==> src/rtl/csvt_pkg.sv <==
// csvt_pkg: types, event codes and constants shared by the csv event tokenizer
// used by csvt_step, csv_event_tokenizer and csvt_checker; no dependencies
`timescale 1ns / 1ps

package csvt_pkg;

  localparam int unsigned EvMax = 4;
  localparam int unsigned EvCntW = 3;

  localparam logic [7:0] QuoteReset = 8'd34;
  localparam logic [7:0] DelimReset = 8'd44;
  localparam logic [7:0] ChLf = 8'h0A;
  localparam logic [7:0] ChCr = 8'h0D;

  // configuration register indexes
  localparam logic CfgQuote = 1'b0;
  localparam logic CfgDelim = 1'b1;

  typedef enum logic [3:0] {
    EV_HDR_START  = 4'd0,
    EV_HDR_END    = 4'd1,
    EV_BODY_START = 4'd2,
    EV_REC_START  = 4'd3,
    EV_VALUE      = 4'd4,
    EV_COL_END    = 4'd5,
    EV_FLD_END    = 4'd6,
    EV_REC_END    = 4'd7,
    EV_BODY_END   = 4'd8
  } event_e;

  typedef enum logic [2:0] {
    PH_HDR_START = 3'd0,
    PH_COL_START = 3'd1,
    PH_COL       = 3'd2,
    PH_HDR_END   = 3'd3,
    PH_REC_START = 3'd4,
    PH_FLD_START = 3'd5,
    PH_FLD       = 3'd6
  } phase_e;

  typedef struct packed {
    logic [7:0] in_byte;
    logic       end_of_input;
  } in_t;

  typedef struct packed {
    logic [3:0] event_kind;
    logic [7:0] value_byte;
    logic       was_quoted;
    logic       last_of_run;
  } out_t;

  typedef struct packed {
    phase_e phase;
    logic   value_quoted;
    logic   inside_quotes;
    logic   ignore_rest;
    logic   quote_pending;
  } parse_state_t;

  typedef struct packed {
    event_e     kind;
    logic [7:0] vbyte;
    logic       quoted;
  } ev_t;

  typedef struct packed {
    ev_t [EvMax-1:0]   evs;
    logic [EvCntW-1:0] cnt;
  } step_res_t;

  function automatic ev_t mk_ev(event_e k, logic [7:0] b, logic q);
    ev_t e;
    e.kind = k;
    e.vbyte = b;
    e.quoted = q;
    return e;
  endfunction

endpackage

==> src/rtl/csvt_step.sv <==
// csvt_step: next parser state and up to four events for one input beat
// depends on csvt_pkg
`timescale 1ns / 1ps

module csvt_step (
  input  csvt_pkg::parse_state_t state_i,
  input  csvt_pkg::in_t          in_i,
  input  logic [7:0]             quote_char_i,
  input  logic [7:0]             delim_char_i,
  output csvt_pkg::parse_state_t state_o,
  output csvt_pkg::step_res_t    res_o
);

  csvt_pkg::parse_state_t st;
  csvt_pkg::ev_t [csvt_pkg::EvMax-1:0] evs;
  logic [csvt_pkg::EvCntW-1:0] n;
  logic [7:0] ch;
  logic line_end, is_quote, is_delim;
  logic hdr, do_start, do_value, cont;

  assign ch = in_i.in_byte;
  assign line_end = (ch == csvt_pkg::ChLf) || (ch == csvt_pkg::ChCr);
  assign is_quote = (ch == quote_char_i);
  assign is_delim = (ch == delim_char_i);

  always_comb begin
    st = state_i;
    evs = '0;
    n = '0;
    hdr = 1'b0;
    do_start = 1'b0;
    do_value = 1'b0;
    cont = 1'b1;

    if (in_i.end_of_input) begin
      unique case (state_i.phase)
        csvt_pkg::PH_COL_START, csvt_pkg::PH_COL: begin
          evs[n[1:0]] = csvt_pkg::mk_ev(csvt_pkg::EV_COL_END, 8'd0,
              (state_i.phase == csvt_pkg::PH_COL) && state_i.value_quoted);
          n = n + 3'd1;
          evs[n[1:0]] = csvt_pkg::mk_ev(csvt_pkg::EV_HDR_END, 8'd0, 1'b0);
          n = n + 3'd1;
          evs[n[1:0]] = csvt_pkg::mk_ev(csvt_pkg::EV_BODY_START, 8'd0, 1'b0);
          n = n + 3'd1;
        end
        csvt_pkg::PH_HDR_END: begin
          evs[n[1:0]] = csvt_pkg::mk_ev(csvt_pkg::EV_BODY_START, 8'd0, 1'b0);
          n = n + 3'd1;
        end
        csvt_pkg::PH_REC_START: begin
        end
        csvt_pkg::PH_FLD_START, csvt_pkg::PH_FLD: begin
          evs[n[1:0]] = csvt_pkg::mk_ev(csvt_pkg::EV_FLD_END, 8'd0,
              (state_i.phase == csvt_pkg::PH_FLD) && state_i.value_quoted);
          n = n + 3'd1;
          evs[n[1:0]] = csvt_pkg::mk_ev(csvt_pkg::EV_REC_END, 8'd0, 1'b0);
          n = n + 3'd1;
        end
        default: begin
          evs[n[1:0]] = csvt_pkg::mk_ev(csvt_pkg::EV_HDR_START, 8'd0, 1'b0);
          n = n + 3'd1;
          evs[n[1:0]] = csvt_pkg::mk_ev(csvt_pkg::EV_HDR_END, 8'd0, 1'b0);
          n = n + 3'd1;
          evs[n[1:0]] = csvt_pkg::mk_ev(csvt_pkg::EV_BODY_START, 8'd0, 1'b0);
          n = n + 3'd1;
        end
      endcase
      evs[n[1:0]] = csvt_pkg::mk_ev(csvt_pkg::EV_BODY_END, 8'd0, 1'b0);
      n = n + 3'd1;
      st = '{phase: csvt_pkg::PH_HDR_START, default: 1'b0};
    end else begin
      unique case (state_i.phase)
        csvt_pkg::PH_COL_START: begin
          hdr = 1'b1;
          do_start = 1'b1;
        end
        csvt_pkg::PH_COL: begin
          hdr = 1'b1;
          do_value = 1'b1;
        end
        csvt_pkg::PH_HDR_END: begin
          evs[n[1:0]] = csvt_pkg::mk_ev(csvt_pkg::EV_BODY_START, 8'd0, 1'b0);
          n = n + 3'd1;
          st.phase = csvt_pkg::PH_REC_START;
          if (!line_end) begin
            evs[n[1:0]] = csvt_pkg::mk_ev(csvt_pkg::EV_REC_START, 8'd0, 1'b0);
            n = n + 3'd1;
            do_start = 1'b1;
          end
        end
        csvt_pkg::PH_REC_START: begin
          if (!line_end) begin
            evs[n[1:0]] = csvt_pkg::mk_ev(csvt_pkg::EV_REC_START, 8'd0, 1'b0);
            n = n + 3'd1;
            do_start = 1'b1;
          end
        end
        csvt_pkg::PH_FLD_START: begin
          do_start = 1'b1;
        end
        csvt_pkg::PH_FLD: begin
          do_value = 1'b1;
        end
        default: begin
          // still waiting for the header; blank lines skipped
          if (!line_end) begin
            evs[n[1:0]] = csvt_pkg::mk_ev(csvt_pkg::EV_HDR_START, 8'd0, 1'b0);
            n = n + 3'd1;
            hdr = 1'b1;
            do_start = 1'b1;
          end
        end
      endcase

      // first byte of a value
      if (do_start) begin
        st.value_quoted = is_quote;
        st.phase = hdr ? csvt_pkg::PH_COL : csvt_pkg::PH_FLD;
        if (is_quote) begin
          st.inside_quotes = 1'b1;
        end else begin
          do_value = 1'b1;
        end
      end

      // byte inside a value
      if (do_value) begin
        if (st.quote_pending) begin
          st.quote_pending = 1'b0;
          if (is_quote) begin
            evs[n[1:0]] = csvt_pkg::mk_ev(csvt_pkg::EV_VALUE, ch, 1'b0);
            n = n + 3'd1;
            cont = 1'b0;
          end else begin
            st.inside_quotes = 1'b0;
            st.ignore_rest = 1'b1;
          end
        end else if (st.inside_quotes) begin
          if (is_quote) begin
            st.quote_pending = 1'b1;
          end else begin
            evs[n[1:0]] = csvt_pkg::mk_ev(csvt_pkg::EV_VALUE, ch, 1'b0);
            n = n + 3'd1;
          end
          cont = 1'b0;
        end

        if (cont) begin
          priority if (is_delim) begin
            evs[n[1:0]] = csvt_pkg::mk_ev(
                hdr ? csvt_pkg::EV_COL_END : csvt_pkg::EV_FLD_END, 8'd0, st.value_quoted);
            n = n + 3'd1;
            st.ignore_rest = 1'b0;
            st.phase = hdr ? csvt_pkg::PH_COL_START : csvt_pkg::PH_FLD_START;
          end else if (line_end) begin
            evs[n[1:0]] = csvt_pkg::mk_ev(
                hdr ? csvt_pkg::EV_COL_END : csvt_pkg::EV_FLD_END, 8'd0, st.value_quoted);
            n = n + 3'd1;
            st.ignore_rest = 1'b0;
            evs[n[1:0]] = csvt_pkg::mk_ev(
                hdr ? csvt_pkg::EV_HDR_END : csvt_pkg::EV_REC_END, 8'd0, 1'b0);
            n = n + 3'd1;
            st.phase = hdr ? csvt_pkg::PH_HDR_END : csvt_pkg::PH_REC_START;
          end else begin
            if (!st.ignore_rest) begin
              evs[n[1:0]] = csvt_pkg::mk_ev(csvt_pkg::EV_VALUE, ch, 1'b0);
              n = n + 3'd1;
            end
          end
        end
      end
    end
  end

  assign state_o = st;
  assign res_o.evs = evs;
  assign res_o.cnt = n;

endmodule

==> src/rtl/csv_event_tokenizer.sv <==
// csv_event_tokenizer: streaming csv tokenizer, one text byte in, event beats out
// depends on csvt_pkg and csvt_step
`timescale 1ns / 1ps

//  channel | direction | handshake              | payload
//  --------+-----------+------------------------+------------------------------------
//  in      | input     | in_valid_i / in_stall_o   | csvt_pkg::in_t  (byte, end flag)
//  out     | output    | out_valid_o / out_stall_i | csvt_pkg::out_t (one event)
//  cfg     | input     | cfg_we_i                  | cfg_idx_i, cfg_data_i
//
//  one input beat is parsed in the cycle it is accepted; its 0..4 events land in a
//  four-entry event register and leave one per cycle while out_stall_i is low, so a
//  byte with several events holds the output until all have left and stalls the input
//  until its last event leaves (bytes with one or no event stream at one per cycle
//  while the output does not stall); the input is taken again in the same cycle the
//  last event of the previous byte leaves, so no bubble between bytes
//  reset clears parser state and the event count and read pointer, and sets the config registers to their defaults

module csv_event_tokenizer (
  input  logic             clk_i,
  input  logic             rst_ni,
  // byte input
  input  logic             in_valid_i,
  output logic             in_stall_o,
  input  csvt_pkg::in_t    in_data_i,
  // event output
  output logic             out_valid_o,
  input  logic             out_stall_i,
  output csvt_pkg::out_t   out_data_o,
  // config writes
  input  logic             cfg_we_i,
  input  logic             cfg_idx_i,
  input  logic [7:0]       cfg_data_i
);

  // config registers
  logic [7:0] quote_q, delim_q;

  // parser state
  csvt_pkg::parse_state_t state_q, state_d;
  csvt_pkg::step_res_t    res;

  // event register: entries, count of valid entries, read pointer
  csvt_pkg::ev_t [csvt_pkg::EvMax-1:0] evs_q;
  logic [csvt_pkg::EvCntW-1:0] cnt_q;
  logic [1:0]                  rd_q;

  logic in_acc, out_acc, out_last;

  always_ff @(posedge clk_i or negedge rst_ni) begin
    if (!rst_ni) begin
      quote_q <= csvt_pkg::QuoteReset;
      delim_q <= csvt_pkg::DelimReset;
    end else if (cfg_we_i) begin
      unique case (cfg_idx_i)
        csvt_pkg::CfgQuote: quote_q <= cfg_data_i;
        csvt_pkg::CfgDelim: delim_q <= cfg_data_i;
        default: ;
      endcase
    end
  end

  csvt_step u_step (
    .state_i      (state_q),
    .in_i         (in_data_i),
    .quote_char_i (quote_q),
    .delim_char_i (delim_q),
    .state_o      (state_d),
    .res_o        (res)
  );

  // last event of the current run sits at the read pointer
  assign out_last = ({1'b0, rd_q} == (cnt_q - 3'd1));
  assign out_valid_o = (cnt_q != '0);
  assign out_acc = out_valid_o && !out_stall_i;

  // take a byte when the event register is empty or its final beat leaves now
  assign in_stall_o = out_valid_o && !(out_last && !out_stall_i);
  assign in_acc = in_valid_i && !in_stall_o;

  always_ff @(posedge clk_i or negedge rst_ni) begin
    if (!rst_ni) begin
      state_q <= '{phase: csvt_pkg::PH_HDR_START, default: 1'b0};
    end else if (in_acc) begin
      state_q <= state_d;
    end
  end

  always_ff @(posedge clk_i or negedge rst_ni) begin
    if (!rst_ni) begin
      cnt_q <= '0;
      rd_q  <= '0;
    end else if (in_acc) begin
      // a new run replaces whatever just drained (or nothing, for a silent byte)
      cnt_q <= res.cnt;
      rd_q  <= '0;
    end else if (out_acc) begin
      if (out_last) begin
        cnt_q <= '0;
        rd_q  <= '0;
      end else begin
        rd_q <= rd_q + 2'd1;
      end
    end
  end

  // payload only, no reset needed
  always_ff @(posedge clk_i) begin
    if (in_acc && (res.cnt != '0)) begin
      evs_q <= res.evs;
    end
  end

  assign out_data_o.event_kind  = evs_q[rd_q].kind;
  assign out_data_o.value_byte  = evs_q[rd_q].vbyte;
  assign out_data_o.was_quoted  = evs_q[rd_q].quoted;
  assign out_data_o.last_of_run = out_last;

endmodule

==> config.mk <==
export PLATFORM = sky130hd
export DESIGN_NAME = csv_event_tokenizer
export DESIGN_NICKNAME = d
export VERILOG_FILES = /design/src/rtl/csvt_pkg.sv /design/src/rtl/csvt_step.sv /design/src/rtl/csv_event_tokenizer.sv
export SDC_FILE = /design/constraint.sdc
export NUM_CORES = 1
export LEC_CHECK = 0
export BUFFER_PORTS_ARGS = -buffer_cell sky130_fd_sc_hd__buf_2
export CAP_MARGIN = 20
export CORE_ASPECT_RATIO = 1.75
export CORE_MARGIN = 2
export CORE_UTILIZATION = 30
export DETAILED_ROUTE_END_ITERATION = 8
export HOLD_SLACK_MARGIN = 0.12
export PLACE_DENSITY = 0.52
export SETUP_SLACK_MARGIN = 0.3
export SLEW_MARGIN = 10
export SYNTH_ARGS = -nofsm -noshare
export SYNTH_HDL_FRONTEND = slang
export SYNTH_SLANG_ARGS = --single-unit
==> constraint.sdc <==
create_clock -name clk_i -period 6.51 [get_ports clk_i]
set_clock_uncertainty 0.05 [all_clocks]
set_input_delay 1.302 -clock clk_i [delete_from_list [all_inputs] [get_ports clk_i]]
set_output_delay 1.302 -clock clk_i [all_outputs]
set_load 0.02 [all_outputs]
==> summary.txt <==
Status
  – Outcome: completed

Logic synthesis
  – Average size of a mapped cell: 11.1 um^2
  – FFs w/ async S/R, synth: 35.0%
  – Syn nets: 471
  – EDFF count, synth: 52
  – Ys Warns: 0
  – Yosys cell types: 67
  – Post-Synthesis Cells: 434
  – Yosys reg bits: 80
  – Register area share after synthesis: 47.3%
  – Post-Synthesis Cell Area: 4800 um^2
  – Top_reg_cell synth: edfxtp_1

Layout
  – Syn-to-layout area delta: 14.1%
  – Multi-input gate area: 2350 um^2
  – Commonest cells after routing, fill and taps aside: edfxtp_1 (52), buf_2 (38), nor2_1 (33)
  – Layout cell share with drive strength beyond 1: 22.9%
  – Commonest non-fill, non-tap cell in the layout: edfxtp_1
  – Post-Layout Cell Count: 656
  – Register area: 2270 um^2
  – Fill cells: 1550
  – Number of diodes: 0
  – Nets@finish: 499

Clocking
  – Maximum clock path buffer count: 2
  – Clock sinks: 80
  – Clk_lat worst skew: 0.34 ns
  – CTS tree: yes
  – Worst-path clk slew: 0.06 ns
  – Root buffer cell: clkbuf_16
  – Hold_buf cts: 0
  – Total CTS buffers: 9
  – # resized after CTS: 0
  – Post-CTS setup buffer count: 0
  – CTS H-tree lvls: 3

Setup path
  – WS Path Type: input port to flop
  – Crit Path Max Fanout: 30
  – Critical Path Start Type: input port
  – Crit. End Element: flop
  – Critical Path RT: 6.50 ns
  – FF-to-FF path depth: 16
  – Arrival time worst endpoint: 5.09 ns
  – Internal reg-to-reg setup slack: 2.03 ns

Pwr
  – PwrDens: 456 nW/um^2
  – Switching pwr: 0.000949 W
  – Peak supply drop: 0.154 mV
  – Leakage: 2.21 nW
  – Reg power frac: 35.9%
  – Proportion of power drawn by the clock network: 22.8%
  – Internal Power: 0.00155 W
  – Net Sw Frac: 38.1%
  – Gate power share: 41.3%

Placement
  – I/O Buffers: 38
  – Final Wtd Congestion: 0.997
  – Placed wire-length estimate: 10000 um
  – Inst Count DP: 640

Die
  – Io pins: 39
  – Die X: 99.6 um
  – Initial Utilization: 30.4%
  – Die Ht: 171 um
  – Die Area: 17100 um^2
  – # rows: 61
  – Core footprint: 15800 um^2

Route
  – Number of DRC violations after detailed routing: 0
  – Antenna-violating nets left: 0
  – First-pass detailed-route iteration total: 4
  – Wl on met1: 4640 um
  – Routed length on met2: 6800 um
  – Violation count after the first detailed-routing iteration: 260
  – Final WL: 12800 um
  – Detailed-route via count: 3633
  – Routed wl met3: 572 um
  – Vias per cell: 5.54
  – Highest metal used: met4
  – Per-cell routed wire length: 19.4 um

Worst hold path
  – Hold/Removal Path Class: flop to flop
  – Hold Path Depth: 1

Global routing
  – Number of global-route vias before repair: 3797
  – Initial antenna violation count: 0
  – Grt ovf: 0
  – Total GRT Usage: 15.9%
  – First-pass GRT wire length: 20700 um
  – Pin count of the biggest net entering global routing: 31

STA
  – Final min period: 5.10 ns
  – Total negative setup slack: 0 ns
  – Final Hold Fails: 0
  – Tcrit/Tclk final: 78.4%
  – RSZ-0062 raised after global routing: false
  – Max Slew Vio Count: 0
  – Slew HR: 41.3%
  – Final Setup Violations: 0
  – Tightest Pin Transition: 0.877 ns
  – Max Freq: 0.196 GHz

Run
  – Maxcap violations: 0
-- cells in the mapped netlist, drive strengths merged (6+ instances only) --
library cell  instances  area, um^2
mux2                 18         203
clkbuf               15        56.3
nand4                 7        43.8
nand2b                6        37.5
ha                   14         175
mux4                 13         293
and3                 27         169
and2                 15        96.3
nand2                27         101
dfrtp                23         576
buf                  11        76.3
inv                  16        60.1
nor2                 34         130
a31oi                 6        37.5
a21oi                19        98.9
o21ai                22         110
edfxtp               52        1560
nand3                 9        45.0
xnor2                19         166
-- stage by stage --
step / cell area, um^2 / util [%] / setup WS (ns) / power (W) / hold WS (ns)
floorplan: 4800 / - / 0.486 / 0.00165 / 0.433
global placement: 5140 / 32.5 / 1.15 / 0.00193 / 0.462
detailed placement: 5140 / 32.5 / 1.01 / 0.00195 / 0.455
CTS: 5480 / 34.7 / 1.33 / 0.00253 / 0.469
global route: 5480 / 34.7 / 1.05 / 0.00264 / 0.498
finish: 5480 / 34.7 / 1.41 / 0.00249 / 0.466
-- layout make-up --
class                           count  area share [%]
Inverter                           16            1.10
Clock inverter                      7            1.99
Timing Repair Buffer               43            4.16
Sequential cell                    80            41.4
Tap cell                          189            4.32
Multi-Input combinational cell    312            42.9
Clock buffer                        9            4.11
-- critical path: stages --
cell	delay, ns
buf_2	0.14
xnor2_1	0.15
nand4_1	0.22
or2_1	0.42
mux2i_2	0.38
nor2_1	0.09
nor2_1	0.26
inv_1	0.13
ha_1	0.24
inv_1	0.09
ha_1	0.24
nor2_1	0.11
a31oi_1	0.09
a221oi_1	0.37
a311oi_1	0.14
o21ai_4	0.36
buf_4	0.34
-- routing by layer --
| metal | up-vias | track usage, % |
|---|---|---|
| li1 | 1687 | - |
| met1 | 1776 | 16.4 |
| met2 | 124 | 29.2 |
| met3 | 46 | 2.44 |
| met4 | 0 | 10.4 |
| met5 | - | 0 |
-- worst paths after layout --
check,startpoint,endpoint
worst min-delay path,cnt_q[2]$_DFFE_PN0P_,cnt_q[2]$_DFFE_PN0P_
worst min register to register,cnt_q[2]$_DFFE_PN0P_,cnt_q[2]$_DFFE_PN0P_
worst max-delay path,in_data_i[8],evs_q[22]$_DFFE_PP_
max in group asynchronous,rst_ni,cnt_q[0]$_DFFE_PN0P_
worst max register to register,quote_q[5]$_DFFE_PN1P_,evs_q[22]$_DFFE_PP_
min in group asynchronous,rst_ni,delim_q[4]$_DFFE_PN0P_
-- sequential cells by signal, summed over array words and instances (netlist names) --
register,count
quote_q,8
cnt_q,3
state_q,7
delim_q,8
evs_q,52
rd_q,2
-- power groups by stage --
stage	logic, W	clock network (W)	registers [W]
floorplan	0.000768	0	0.000878
global placement	0.00103	0	0.000902
detailed placement	0.00104	0	0.000913
CTS	0.00104	0.000581	0.000902
global route	0.00112	0.000599	0.000920
finish	0.00103	0.000568	0.000896
-- cell families (layout without fill, tap and decap cells) --
kind of cell / Yosys count / after routing / synth area share [%]
multiplexers: 33 / 33 / 10.8
buffers and inverters: 42 / 75 / 4.01
AND/OR/NAND/NOR: 146 / 146 / 15.9
flip-flops: 80 / 80 / 47.3
other: 1 / 1 / 0.0781
adder cells (fa/ha/maj): 14 / 14 / 3.65
XOR/XNOR: 20 / 20 / 3.65
AO/OA/AOI/OAI: 98 / 98 / 14.6
Power figures use the tool's default switching activity.
